`config.mk`:
```
export PLATFORM = sky130hd
export DESIGN_NAME = pid_with_obstruction_detect_top_flat
export DESIGN_NICKNAME = d
export VERILOG_FILES = /design/src/design/pwod_pkg.sv /design/src/design/pwod_req_if.sv /design/src/design/pwod_rsp_if.sv /design/src/design/pwod_core.sv /design/src/design/pid_with_obstruction_detect_top.sv /design/src/flat_wrapper.sv
export SDC_FILE = /design/constraint.sdc
export NUM_CORES = 2
export LEC_CHECK = 0
export BUFFER_PORTS_ARGS = -buffer_cell sky130_fd_sc_hd__clkbuf_2
export CAP_MARGIN = 10
export CORE_MARGIN = 2
export CORE_UTILIZATION = 46
export CTS_CLUSTER_DIAMETER = 120
export DETAILED_ROUTE_END_ITERATION = 8
export SLEW_MARGIN = 0
export SYNTH_ARGS = -nofsm -noshare
export SYNTH_HDL_FRONTEND = slang
export SYNTH_SLANG_ARGS = --single-unit
```
`constraint.sdc`:
```
create_clock -name clock -period 38.6 [get_ports clock]
set_clock_uncertainty 0.05 [all_clocks]
set_input_delay 7.72 -clock clock [delete_from_list [all_inputs] [get_ports clock]]
set_output_delay 7.72 -clock clock [all_outputs]
set_load 0.02 [all_outputs]
```
`src/design/pwod_pkg.sv`:
```
package pwod_pkg;

   localparam int CsrAddrWidth = 6;
   localparam int CsrDataWidth = 64;

   localparam logic [31:0] OutLimitsReset = 32'h00FF_0000;  // min 0, max 255
   localparam logic [31:0] ObsLimitsReset = 32'h00FF_FF01;  // min -255, max 255
   localparam logic [15:0] PeriodReset    = 16'd100;

   typedef enum logic [2:0] {
      REG_PROP_GAIN   = 3'd0,
      REG_INTEG_GAIN  = 3'd1,
      REG_DERIV_GAIN  = 3'd2,
      REG_OUT_LIMITS  = 3'd3,
      REG_OBS_LIMITS  = 3'd4,
      REG_PERIOD      = 3'd5,
      REG_ERR_MARGIN  = 3'd6,
      REG_OBS_SETTING = 3'd7
   } csr_index_type;

   typedef struct packed {
      logic signed [15:0] prop_gain;
      logic signed [15:0] integ_gain;
      logic signed [15:0] deriv_gain;
      logic [31:0]        output_limits;
      logic [31:0]        obstructed_limits;
      logic [15:0]        sample_period_ms;
      logic [15:0]        error_margin;
      logic [48:0]        obstruction_settings;
   } cfg_type;

   typedef struct packed {
      logic signed [15:0] angle;
      logic signed [15:0] velocity;
      logic signed [15:0] setpoint;
      logic [31:0]        now_ms;
      logic               auto_mode;
      logic signed [15:0] held_output;
   } item_type;

   typedef struct packed {
      logic signed [15:0] drive;
      logic               updated;
      logic               obstructed;
   } result_type;

   function automatic logic [16:0] abs17(input logic signed [16:0] v);
      abs17 = v[16] ? 17'(-v) : 17'(v);
   endfunction

   // max tested first, then min; inverted limits follow that order
   function automatic logic signed [15:0] clamp16(input logic signed [35:0] v,
                                                  input logic [31:0] lim);
      logic signed [15:0] lo;
      logic signed [15:0] hi;
      lo = signed'(lim[15:0]);
      hi = signed'(lim[31:16]);
      if (v > 36'(hi)) begin
         clamp16 = hi;
      end else if (v < 36'(lo)) begin
         clamp16 = lo;
      end else begin
         clamp16 = v[15:0];
      end
   endfunction

endpackage

```
`src/design/pwod_req_if.sv`:
```
interface pwod_req_if;
   import pwod_pkg::*;
   logic     valid;
   logic     ready;
   item_type item;
   modport source (output valid, output item, input ready);
   modport sink (input valid, input item, output ready);
endinterface

```
`src/design/pwod_rsp_if.sv`:
```
interface pwod_rsp_if;
   import pwod_pkg::*;
   logic               valid;
   logic               ready;
   logic signed [15:0] drive;
   logic               updated;
   logic               obstructed;
   modport source (output valid, output drive, output updated, output obstructed,
                   input ready);
   modport sink (input valid, input drive, input updated, input obstructed,
                 output ready);
endinterface

```
`src/design/pwod_core.sv`:
```
module pwod_core (
   input  logic                 clock,
   input  logic                 reset,
   input  logic                 step,
   input  pwod_pkg::cfg_type    cfg,
   input  pwod_pkg::item_type   item,
   output pwod_pkg::result_type result
);
   import pwod_pkg::*;

   logic signed [15:0] integral_ff, integral_in;
   logic signed [15:0] last_angle_ff, last_angle_in;
   logic signed [15:0] last_drive_ff, last_drive_in;
   logic [31:0]        last_ms_ff, last_ms_in;
   logic               time_valid_ff, time_valid_in;
   logic [31:0]        obs_ms_ff, obs_ms_in;
   logic               obs_flag_ff, obs_flag_in;
   logic               was_auto_ff;

   logic               rise;
   logic signed [15:0] integ0;
   logic signed [15:0] angle0;
   logic               enable;
   logic [31:0]        elapsed;
   logic               candidate;
   logic [32:0]        obs_sum;
   logic [31:0]        obs_sat;
   logic               compute;
   logic signed [16:0] err_raw;
   logic signed [16:0] err;
   logic signed [16:0] d_in;
   logic signed [32:0] prod_i;
   logic signed [32:0] prod_p;
   logic signed [32:0] prod_d;
   logic signed [15:0] integ_new;
   logic signed [35:0] drv_sum;
   logic signed [15:0] drv_obs;
   logic signed [15:0] drv_final;

   assign rise   = item.auto_mode && !was_auto_ff;
   assign integ0 = rise ? clamp16(36'(item.held_output), cfg.output_limits) : integral_ff;
   assign angle0 = rise ? item.angle : last_angle_ff;
   assign enable = cfg.obstruction_settings[0];

   assign elapsed = time_valid_ff ? (item.now_ms - last_ms_ff)
                                  : {16'd0, cfg.sample_period_ms};

   assign candidate = (abs17(17'(item.velocity)) <= {1'b0, cfg.obstruction_settings[16:1]})
                   && (abs17(17'(item.angle) - 17'(item.setpoint))
                        > {1'b0, cfg.obstruction_settings[32:17]})
                   && (last_drive_ff != '0);
   assign obs_sum   = {1'b0, obs_ms_ff} + {1'b0, elapsed};
   assign obs_sat   = obs_sum[32] ? '1 : obs_sum[31:0];

   assign compute = !time_valid_ff || (elapsed >= {16'd0, cfg.sample_period_ms});

   assign err_raw = 17'(item.setpoint) - 17'(item.angle);
   assign err     = (abs17(err_raw) < {1'b0, cfg.error_margin}) ? '0 : err_raw;
   assign d_in    = 17'(item.angle) - 17'(angle0);

   // three independent products, summed below
   assign prod_i = 33'(cfg.integ_gain) * 33'(err);
   assign prod_p = 33'(cfg.prop_gain) * 33'(err);
   assign prod_d = 33'(cfg.deriv_gain) * 33'(d_in);

   assign integ_new = clamp16(36'(integ0) + 36'(prod_i), cfg.output_limits);
   assign drv_sum   = 36'(prod_p) + 36'(integ_new) - 36'(prod_d);
   assign drv_obs   = obs_flag_in ? clamp16(drv_sum, cfg.obstructed_limits)
                                  : clamp16(drv_sum, 32'h7FFF_8000);
   assign drv_final = clamp16(36'(drv_obs), cfg.output_limits);

   always_comb begin
      integral_in   = integ0;
      last_angle_in = angle0;
      last_drive_in = last_drive_ff;
      last_ms_in    = last_ms_ff;
      time_valid_in = time_valid_ff;
      obs_ms_in     = obs_ms_ff;
      obs_flag_in   = obs_flag_ff;
      if (item.auto_mode) begin
         if (enable && candidate) begin
            obs_ms_in   = obs_sat;
            obs_flag_in = obs_sat >= {16'd0, cfg.obstruction_settings[48:33]};
         end else begin
            obs_ms_in   = '0;
            obs_flag_in = 1'b0;
         end
         if (compute) begin
            integral_in   = integ_new;
            last_angle_in = item.angle;
            last_drive_in = drv_final;
            last_ms_in    = item.now_ms;
            time_valid_in = 1'b1;
         end
      end
   end

   assign result.drive      = last_drive_in;
   assign result.updated    = item.auto_mode && compute;
   assign result.obstructed = obs_flag_in;

   always_ff @(posedge clock) begin
      if (reset) begin
         integral_ff   <= '0;
         last_angle_ff <= '0;
         last_drive_ff <= '0;
         last_ms_ff    <= '0;
         time_valid_ff <= 1'b0;
         obs_ms_ff     <= '0;
         obs_flag_ff   <= 1'b0;
         was_auto_ff   <= 1'b0;
      end else if (step) begin
         integral_ff   <= integral_in;
         last_angle_ff <= last_angle_in;
         last_drive_ff <= last_drive_in;
         last_ms_ff    <= last_ms_in;
         time_valid_ff <= time_valid_in;
         obs_ms_ff     <= obs_ms_in;
         obs_flag_ff   <= obs_flag_in;
         was_auto_ff   <= item.auto_mode;
      end
   end

endmodule

```
`src/design/pid_with_obstruction_detect_top.sv`:
```
// PID controller with obstruction detection, one result per input transfer.
// Path from input transfer to result valid: input register, then result
// register; throughput one transfer per cycle while results are taken, set by
// the single-pass update of the controller state between those two registers.
// Reset (synchronous, active high): controller state and flags clear, the
// registers return to their defaults, both pipeline stages empty.
module pid_with_obstruction_detect_top (
   input  logic                                 clock,
   input  logic                                 reset,
   pwod_req_if.sink                             req_ch,
   pwod_rsp_if.source                           rsp_ch,
   input  logic                                 psel,
   input  logic                                 penable,
   input  logic                                 pwrite,
   input  logic [pwod_pkg::CsrAddrWidth-1:0]    paddr,
   input  logic [pwod_pkg::CsrDataWidth-1:0]    pwdata,
   output logic [pwod_pkg::CsrDataWidth-1:0]    prdata,
   output logic                                 pready
);
   import pwod_pkg::*;

   // ---------------- register file ----------------
   cfg_type       cfg_ff;
   csr_index_type csr_idx;
   logic          csr_write;

   assign pready    = 1'b1;
   assign csr_idx   = csr_index_type'(paddr[CsrAddrWidth-1:3]);  // 8-byte stride
   assign csr_write = psel && penable && pwrite;

   always_ff @(posedge clock) begin
      if (reset) begin
         cfg_ff.prop_gain            <= '0;
         cfg_ff.integ_gain           <= '0;
         cfg_ff.deriv_gain           <= '0;
         cfg_ff.output_limits        <= OutLimitsReset;
         cfg_ff.obstructed_limits    <= ObsLimitsReset;
         cfg_ff.sample_period_ms     <= PeriodReset;
         cfg_ff.error_margin         <= '0;
         cfg_ff.obstruction_settings <= '0;
      end else if (csr_write) begin
         case (csr_idx)
            REG_PROP_GAIN:   cfg_ff.prop_gain            <= pwdata[15:0];
            REG_INTEG_GAIN:  cfg_ff.integ_gain           <= pwdata[15:0];
            REG_DERIV_GAIN:  cfg_ff.deriv_gain           <= pwdata[15:0];
            REG_OUT_LIMITS:  cfg_ff.output_limits        <= pwdata[31:0];
            REG_OBS_LIMITS:  cfg_ff.obstructed_limits    <= pwdata[31:0];
            REG_PERIOD:      cfg_ff.sample_period_ms     <= pwdata[15:0];
            REG_ERR_MARGIN:  cfg_ff.error_margin         <= pwdata[15:0];
            REG_OBS_SETTING: cfg_ff.obstruction_settings <= pwdata[48:0];
            default: ;
         endcase
      end
   end

   always_comb begin
      case (csr_idx)
         REG_PROP_GAIN:   prdata = {48'd0, cfg_ff.prop_gain};
         REG_INTEG_GAIN:  prdata = {48'd0, cfg_ff.integ_gain};
         REG_DERIV_GAIN:  prdata = {48'd0, cfg_ff.deriv_gain};
         REG_OUT_LIMITS:  prdata = {32'd0, cfg_ff.output_limits};
         REG_OBS_LIMITS:  prdata = {32'd0, cfg_ff.obstructed_limits};
         REG_PERIOD:      prdata = {48'd0, cfg_ff.sample_period_ms};
         REG_ERR_MARGIN:  prdata = {48'd0, cfg_ff.error_margin};
         REG_OBS_SETTING: prdata = {15'd0, cfg_ff.obstruction_settings};
         default:         prdata = '0;
      endcase
   end

   // ---------------- two-stage pipeline ----------------
   // Stage 1 holds the accepted transfer; the core updates state as the item
   // moves into the result register. Stage 1 takes a transfer when it is empty
   // or its item moves on; stage 2 loads when it is empty or its result is
   // taken. A waiting result stalls intake only once stage 1 also holds an item.
   logic       in_valid_ff;
   item_type   item_ff;
   logic       rsp_valid_ff;
   result_type rsp_ff;
   result_type core_res;
   logic       advance;
   logic       step;

   assign advance      = !rsp_valid_ff || rsp_ch.ready;
   assign step         = in_valid_ff && advance;
   assign req_ch.ready = !in_valid_ff || advance;

   pwod_core u_core (
      .clock  (clock),
      .reset  (reset),
      .step   (step),
      .cfg    (cfg_ff),
      .item   (item_ff),
      .result (core_res)
   );

   always_ff @(posedge clock) begin
      if (reset) begin
         in_valid_ff  <= 1'b0;
         rsp_valid_ff <= 1'b0;
      end else begin
         if (req_ch.ready) begin
            in_valid_ff <= req_ch.valid;
         end
         if (advance) begin
            rsp_valid_ff <= in_valid_ff;
         end
      end
   end

   // payload registers, no reset
   always_ff @(posedge clock) begin
      if (req_ch.ready && req_ch.valid) begin
         item_ff <= req_ch.item;
      end
      if (step) begin
         rsp_ff <= core_res;
      end
   end

   assign rsp_ch.valid      = rsp_valid_ff;
   assign rsp_ch.drive      = rsp_ff.drive;
   assign rsp_ch.updated    = rsp_ff.updated;
   assign rsp_ch.obstructed = rsp_ff.obstructed;

   // ---------------- checks ----------------
   // a compute only ever happens on an auto-mode item
   a_update_needs_auto: assert property (@(posedge clock) disable iff (reset)
      step && core_res.updated |-> item_ff.auto_mode)
      else $error("compute flagged on a manual item");

   // with detection off, an auto item always leaves the flag clear
   a_no_flag_when_off: assert property (@(posedge clock) disable iff (reset)
      step && item_ff.auto_mode && !cfg_ff.obstruction_settings[0]
      |-> !core_res.obstructed)
      else $error("obstruction flag set while detection disabled");

   // an empty result stage never stalls intake
   a_intake_open: assert property (@(posedge clock) disable iff (reset)
      !rsp_valid_ff |-> req_ch.ready)
      else $error("input stalled with empty result stage");

   // a held item in stage 1 is not dropped while the output is stalled
   a_hold_item: assert property (@(posedge clock) disable iff (reset)
      in_valid_ff && !advance |=> in_valid_ff)
      else $error("pending item lost during stall");

endmodule

```
`src/flat_wrapper.sv`:
```
// flat-port wrapper written by rule: the top's interface ports become plain ports
module pid_with_obstruction_detect_top_flat import pwod_pkg::*;
  (clock, reset, psel, penable, pwrite, paddr, pwdata, prdata, pready, req_ch_valid, req_ch_item, req_ch_ready, rsp_ch_valid, rsp_ch_drive, rsp_ch_updated, rsp_ch_obstructed, rsp_ch_ready);
  pwod_req_if req_ch_i ();
  pwod_rsp_if rsp_ch_i ();
  input  logic clock;
  input  logic reset;
  input  logic psel;
  input  logic penable;
  input  logic pwrite;
  input  logic [pwod_pkg::CsrAddrWidth-1:0] paddr;
  input  logic [pwod_pkg::CsrDataWidth-1:0] pwdata;
  output logic [pwod_pkg::CsrDataWidth-1:0] prdata;
  output logic pready;
  input wire logic [$bits(req_ch_i.valid)-1:0] req_ch_valid;
  input wire logic [$bits(req_ch_i.item)-1:0] req_ch_item;
  output wire logic [$bits(req_ch_i.ready)-1:0] req_ch_ready;
  output wire logic [$bits(rsp_ch_i.valid)-1:0] rsp_ch_valid;
  output wire logic [$bits(rsp_ch_i.drive)-1:0] rsp_ch_drive;
  output wire logic [$bits(rsp_ch_i.updated)-1:0] rsp_ch_updated;
  output wire logic [$bits(rsp_ch_i.obstructed)-1:0] rsp_ch_obstructed;
  input wire logic [$bits(rsp_ch_i.ready)-1:0] rsp_ch_ready;
  assign req_ch_i.valid = req_ch_valid;
  assign req_ch_i.item = req_ch_item;
  assign req_ch_ready = req_ch_i.ready;
  assign rsp_ch_valid = rsp_ch_i.valid;
  assign rsp_ch_drive = rsp_ch_i.drive;
  assign rsp_ch_updated = rsp_ch_i.updated;
  assign rsp_ch_obstructed = rsp_ch_i.obstructed;
  assign rsp_ch_i.ready = rsp_ch_ready;
  pid_with_obstruction_detect_top u_core (.clock(clock), .reset(reset), .req_ch(req_ch_i), .rsp_ch(rsp_ch_i), .psel(psel), .penable(penable), .pwrite(pwrite), .paddr(paddr), .pwdata(pwdata), .prdata(prdata), .pready(pready));
endmodule
```
Word-level counts from Yosys, hierarchy flattened. Index checks and enable logic that the tools add are counted.

Register bits after elaboration: 425. Bits in latches: 0. Bits in writable memories: 0. Memory bits (read-only): 0. Memories: 0. Word-level logic and storage cells: 120. Input port bits: 174.

Bitwise logic cells: 0. Multiply operators: 3. Multiplexer cells: 29. Equal/unequal tests: 7. Reduce and logical (&&, ||, !) cells: 28. Shifts and indexed selects: 0. $add $sub $neg: 11. Magnitude comparators: 15. Div/mod/pow operators: 0.

Operator list (number): $pmux W64 S8 (1); $mux W16 (19); $mul A16 B17 Y33 (3); $mux W32 (3); $mux W17 (4); $ge A32 B16 Y1 (2); $sub A16 B16 Y17 (3); $gt A35 B16 Y1 (1); $gt A35 B16 Y1 const B (1); $lt A35 B16 Y1 (1); $lt A35 B16 Y1 const B (1); $sub A34 B33 Y35 (1); $add A16 B33 Y34 (1); $add A33 B16 Y34 (1); $gt A34 B16 Y1 (1); $lt A34 B16 Y1 (1); $neg A17 Y17 (2); $add A32 B32 Y33 (1); $gt A16 B16 Y1 (2); $lt A16 B16 Y1 (2); $sub A32 B32 Y32 (1); $reduce_and A2 Y1 (9); $gt A17 B16 Y1 (1); $le A17 B16 Y1 (1); 12 further kinds (30).

Longest topological paths before layout.
Word-level depth: 21. Mapped depth: 124. Gate-level depth less buffers: 119.

Hierarchy. A second synthesis with hierarchy kept.

Cell total of the unflattened synthesis: 7490. Area total of the unflattened synthesis: 66427.5 sq um.

By module, submodules not included: pwod_core (cells each 6290, area each 53836.6 sq um, instances 1); pid_with_obstruction_detect_top (cells each 1200, area each 12590.8 sq um, instances 1).

Worst setup path before layout. No wires, ideal clock.

Path type: reg-to-reg. Start point: register u_core.item_ff[49] in the netlist's numbering. End point: register u_core.rsp_ff (netlist bit u_core.rsp_ch.drive[0]) (data pin). Required time: 38.284 ns. Period minus slack after synthesis: 24.379 ns. Data arrival time: 24.062 ns. Stages on the path, launching flop included: 109. Path slack: 14.221 ns. Path through: edfxtp_1 -> inv_1 -> ha_1 -> inv_1 -> fa_1 -> a21o_1 -> a21oi_2 -> o21ai_0 -> a21oi_1 -> o21bai_1 -> a21oi_1 -> o21bai_1 -> a2111oi_1 -> nand3b_1 -> a21o_1 -> a31oi_1 -> mux2_2 -> ha_1 -> [73 not listed] -> a21oi_1 -> clkbuf_1 -> mux2i_1 -> a21oi_1 -> ha_1 -> a21o_1 -> a21o_1 -> a21oi_1 -> nor2b_1 -> o21ai_0 -> nand2b_1 -> a31oi_1 -> nand4_1 -> a2111o_1 -> a31oi_4 -> buf_6 -> mux2i_1 -> o21ai_1.

RTL lines: start: declaration (RTL line pid_with_obstruction_detect_top.sv:76) `item_type item_ff;`; start signal: assignment (RTL line pid_with_obstruction_detect_top.sv:113) `item_ff <= req_ch.item;`; end signal: assignment (RTL line pid_with_obstruction_detect_top.sv:116) `rsp_ff <= core_res;`; end: declaration (RTL line pid_with_obstruction_detect_top.sv:78) `result_type rsp_ff;`.

==> metrics.log <==
INFO  metric syn_area_per_cell = 8.64 sq um
INFO  metric end_kind = flop
INFO  metric detailed_place_hpwl = 178000 microns
INFO  metric synth_area_leaders = sky130_fd_sc_hd__fa_1 30%, sky130_fd_sc_hd__ha_1 12%, sky130_fd_sc_hd__dfxtp_1 9.4%
INFO  metric worstSetupStartpointType = flop
INFO  metric cp_data_arrival_time = 31.78 ns
INFO  metric finish.net_count = 9406
INFO  metric area.growth.synth_to_final = 7.08%
INFO  metric most_instantiated_library_cell_after_synthesis = sky130_fd_sc_hd__inv_1
INFO  metric hold_viol = 0
INFO  metric max-clock-path-buffers = 3
INFO  metric layout.cells.non_filler = 9558
INFO  metric ctsResizeCount = 0
INFO  metric layout-drive-gt1-share = 6.99%
INFO  metric worst_slew_pin_slew = 1.32 ns
INFO  metric place.port_buffers = 224
INFO  metric type_of_the_worst_min_delay_path = reg -> reg
INFO  metric syn_area = 0.0658 sq mm
INFO  metric ranking_of_synthesized_cells_by_instance_count = 1271 x sky130_fd_sc_hd__inv_1, 1023 x sky130_fd_sc_hd__nand2_1, 970 x sky130_fd_sc_hd__fa_1
INFO  metric post-place-cells = 9472
INFO  metric critical_path_class = reg -> reg
INFO  metric detailedPlace.worstSlack = 7.76 ns
INFO  metric power.static_leakage = 33.7 nW
INFO  metric gr-usage-met1 = 42.1%
INFO  metric cts.repair_timing.setup_buffer_count = 0
INFO  metric fp.coreArea = 0.142 sq mm
INFO  metric grt_pass1_vias = 54724
INFO  metric synth_top_cell_by_area = sky130_fd_sc_hd__fa_1
INFO  metric postSynth.topFlopCell = sky130_fd_sc_hd__dfxtp_1
INFO  metric crit_path_max_fanout = 33
INFO  metric slew_violations = 0
INFO  metric worst_slack_setup_final = 7.19 ns
INFO  metric vias_per_cell = 5.69
INFO  metric ys_warn_count = 0
INFO  metric cts_num_sinks = 425
INFO  metric die_w = 382 microns
INFO  metric inserted_clock_buffers = 46
INFO  metric detail_route.iter0.violations = 5192
INFO  metric grt_pass1_wl = 338000 microns
INFO  metric clock_tree_from_tritoncts = built
INFO  metric timing.critical_path.slowest_cell_delay = 1.07 ns
INFO  metric grt_util_all_layers = 30.3%
INFO  metric drc = 0
INFO  metric clk_root_buf = sky130_fd_sc_hd__clkbuf_16
INFO  metric syn_inst = 7613
INFO  metric htree_num_levels = 2
INFO  metric die_area = 0.146 sq mm
INFO  metric final-setup-viol-count = 0
INFO  metric wire_length_reported_by_the_detailed_router = 220000 microns
INFO  metric ys_types = 108
INFO  metric synth_sequential_area_ratio = 14.7%
INFO  metric cts.reportedPaths.clkPinSlew = 0.06 ns
INFO  metric cts-hold-fix-buffers = 0
INFO  metric worst_path_max_delay_cell = sky130_fd_sc_hd__fa_1
INFO  metric cellPowerDensity = 72.0 mW/mm^2
INFO  metric fmax = 0.0318 GHz
INFO  metric clock_insertion_delay_worst_skew = 0.64 ns
INFO  metric worst-endpoint-required = 38.98 ns
INFO  metric worst_path_most_repeated_cell = sky130_fd_sc_hd__fa_1
INFO  metric via_count = 54347
INFO  metric synth-async-reset-ratio = 0%
INFO  metric largest_vdd_supply_drop = 197 uV
INFO  metric grt_setup_unrepaired = false
INFO  metric result_of_the_run = complete, no violations
INFO  metric top_level_port_count = 259
INFO  metric drv_cap = 0
INFO  metric tns = 0 ns
INFO  metric timing.max_slew.rel_slack = 11.1%
INFO  metric rows = 138
INFO  metric grt_overflow_total = 0
INFO  metric flops_latches_synth = 425
INFO  metric min_period_over_period = 81.4%
INFO  metric die_y = 382 microns
INFO  metric fill_cells = 13677
INFO  metric gpl.final_weighted_congestion = 0.967
INFO  metric gr-usage-met3 = 5.43%
INFO  metric grt_antenna_before_repair = 7
INFO  metric globalRouteMet2Util = 46.9%
INFO  metric route.antenna.remaining_nets = 0
INFO  metric grt_start_max_net_pins = 188
INFO  metric grt-busiest-layer = met2
INFO  metric post-route-min-period = 31.41 ns
INFO  metric drt-pass1-iter-count = 6
INFO  metric number_of_enable_flip_flop_cells_after_synthesis = 115
INFO  metric detailed_route_wire_length_per_cell = 23.0 microns
INFO  metric initial_util = 46.4%
INFO  metric synth_top_area_share = 29.5%
## critical path: cells and delay by family, from the launching register on
family / cells / cell delay [ns]
XOR/XNOR: 2 / 1.08
AND/OR/NAND/NOR: 24 / 6.33
AO/OA/AOI/OAI: 46 / 10.37
multiplexers: 2 / 0.57
flip-flops: 1 / 0.44
adder cells (fa/ha/maj): 21 / 9.93
buffers and inverters: 15 / 2.30
## layout by cell type (no fill, tap or decap), types with 20 or more instances in the layout
cell | Yosys | routed
sky130_fd_sc_hd__clkbuf_2 | 12 | 222
sky130_fd_sc_hd__edfxtp_1 | 115 | 115
sky130_fd_sc_hd__nand4_1 | 56 | 56
sky130_fd_sc_hd__a21o_1 | 104 | 104
sky130_fd_sc_hd__and3_1 | 168 | 168
sky130_fd_sc_hd__nand3_1 | 88 | 87
sky130_fd_sc_hd__inv_1 | 1271 | 1270
sky130_fd_sc_hd__o22ai_1 | 20 | 20
sky130_fd_sc_hd__xnor2_1 | 145 | 140
sky130_fd_sc_hd__nor4_1 | 22 | 22
sky130_fd_sc_hd__ha_1 | 632 | 632
sky130_fd_sc_hd__a221oi_1 | 20 | 20
sky130_fd_sc_hd__mux2i_1 | 187 | 187
sky130_fd_sc_hd__a21oi_1 | 478 | 473
sky130_fd_sc_hd__o31a_1 | 22 | 22
sky130_fd_sc_hd__clkbuf_16 | 0 | 47
sky130_fd_sc_hd__xor2_1 | 47 | 43
sky130_fd_sc_hd__and2_1 | 186 | 185
sky130_fd_sc_hd__a31oi_1 | 37 | 35
sky130_fd_sc_hd__nor2_1 | 353 | 340
sky130_fd_sc_hd__fa_1 | 970 | 970
sky130_fd_sc_hd__dfxtp_1 | 310 | 310
sky130_fd_sc_hd__nand2b_1 | 78 | 77
sky130_fd_sc_hd__a211o_1 | 35 | 35
sky130_fd_sc_hd__o21a_1 | 40 | 40
sky130_fd_sc_hd__o21ai_1 | 41 | 41
sky130_fd_sc_hd__buf_4 | 25 | 129
sky130_fd_sc_hd__a211oi_1 | 41 | 41
sky130_fd_sc_hd__nand2_1 | 1023 | 1023
sky130_fd_sc_hd__nor2b_1 | 103 | 102
sky130_fd_sc_hd__nor3_1 | 106 | 102
sky130_fd_sc_hd__o21ai_0 | 220 | 220
## per-stage QoR
step           total power [mW]  cell area [sq um]  hold slack, ns  utilization, %
6_report                   5.07              70500           0.406            49.7
3_5_place_dp               4.47              68900           0.397            48.6
2_1_floorplan              3.14              65800           0.381               -
4_1_cts                    4.97              70500           0.406            49.7
3_3_place_gp               4.41              68900           0.387            48.6
5_1_grt                    5.44              70500           0.426            49.7
## worst paths after layout
check | start | end | slack, ns | cells after the start
max | u_core.item_ff[49] | u_core.rsp_ch.drive[15] | 7.19 | 110
min | u_core.cfg_ff[46] | u_core.cfg_ff[46] | 0.41 | 2
max reg2reg | u_core.item_ff[49] | u_core.rsp_ch.drive[15] | 7.19 | 110
min reg2reg | u_core.cfg_ff[46] | u_core.cfg_ff[46] | 0.41 | 2
## layout make-up
| class | count | area, sq um | share of cell area [%] |
|---|---|---|---|
| multi-input combinational | 5530 | 50000 | 70.9 |
| sequential | 425 | 9660 | 13.7 |
| inverter | 1274 | 4780 | 6.79 |
| tap | 1890 | 2360 | 3.36 |
| timing repair buffer | 353 | 2110 | 3.00 |
| clock buffer | 58 | 1260 | 1.78 |
| clock inverter | 27 | 309 | 0.439 |
| antenna | 1 | 2.50 | 0.00355 |
## metal layers
layer  wire length, microns  share of wire [%]
met1                  93300                 42
met3                  19500                8.9
met5                     53              0.024
met2                  96900                 44
met4                  10000                4.6
## report_power, final
part	total [mW]	switching (mW)	leakage [nW]	internal (mW)
Combinational	4.07	2.70	29.3	1.37
Clock	0.475	0.208	0.753	0.267
Sequential	0.523	0.0195	3.63	0.503
Total	5.07	2.93	33.7	2.14
## flip-flops by register name, indices dropped and copies added (netlist names)
name,cells
u_core.u_core.last_drive_ff,16
u_core.u_core.obs_ms_ff,32
u_core.cfg_ff,193
u_core.u_core.obs_flag_ff,1
u_core.u_core.integral_ff,16
u_core.u_core.last_ms_ff,32
u_core.rsp_ch.valid,1
u_core.rsp_ch.obstructed,1
u_core.rsp_ch.updated,1
u_core.u_core.time_valid_ff,1
u_core.item_ff,97
u_core.u_core.last_angle_ff,16
u_core.in_valid_ff,1
u_core.u_core.was_auto_ff,1
u_core.rsp_ch.drive,16
## cell families after synthesis
group           after synthesis  synth area share [%]
simple gates               2271                  16.3
buf+inv                    1672                  9.77
fa+ha+maj                  1602                  41.5
compound gates             1241                  11.8
flops                       425                  14.7
mux                         207                  3.36
xor+xnor                    193                  2.58
other cells                   2                0.0114
No activity file was read; power rests on OpenSTA's default activity.
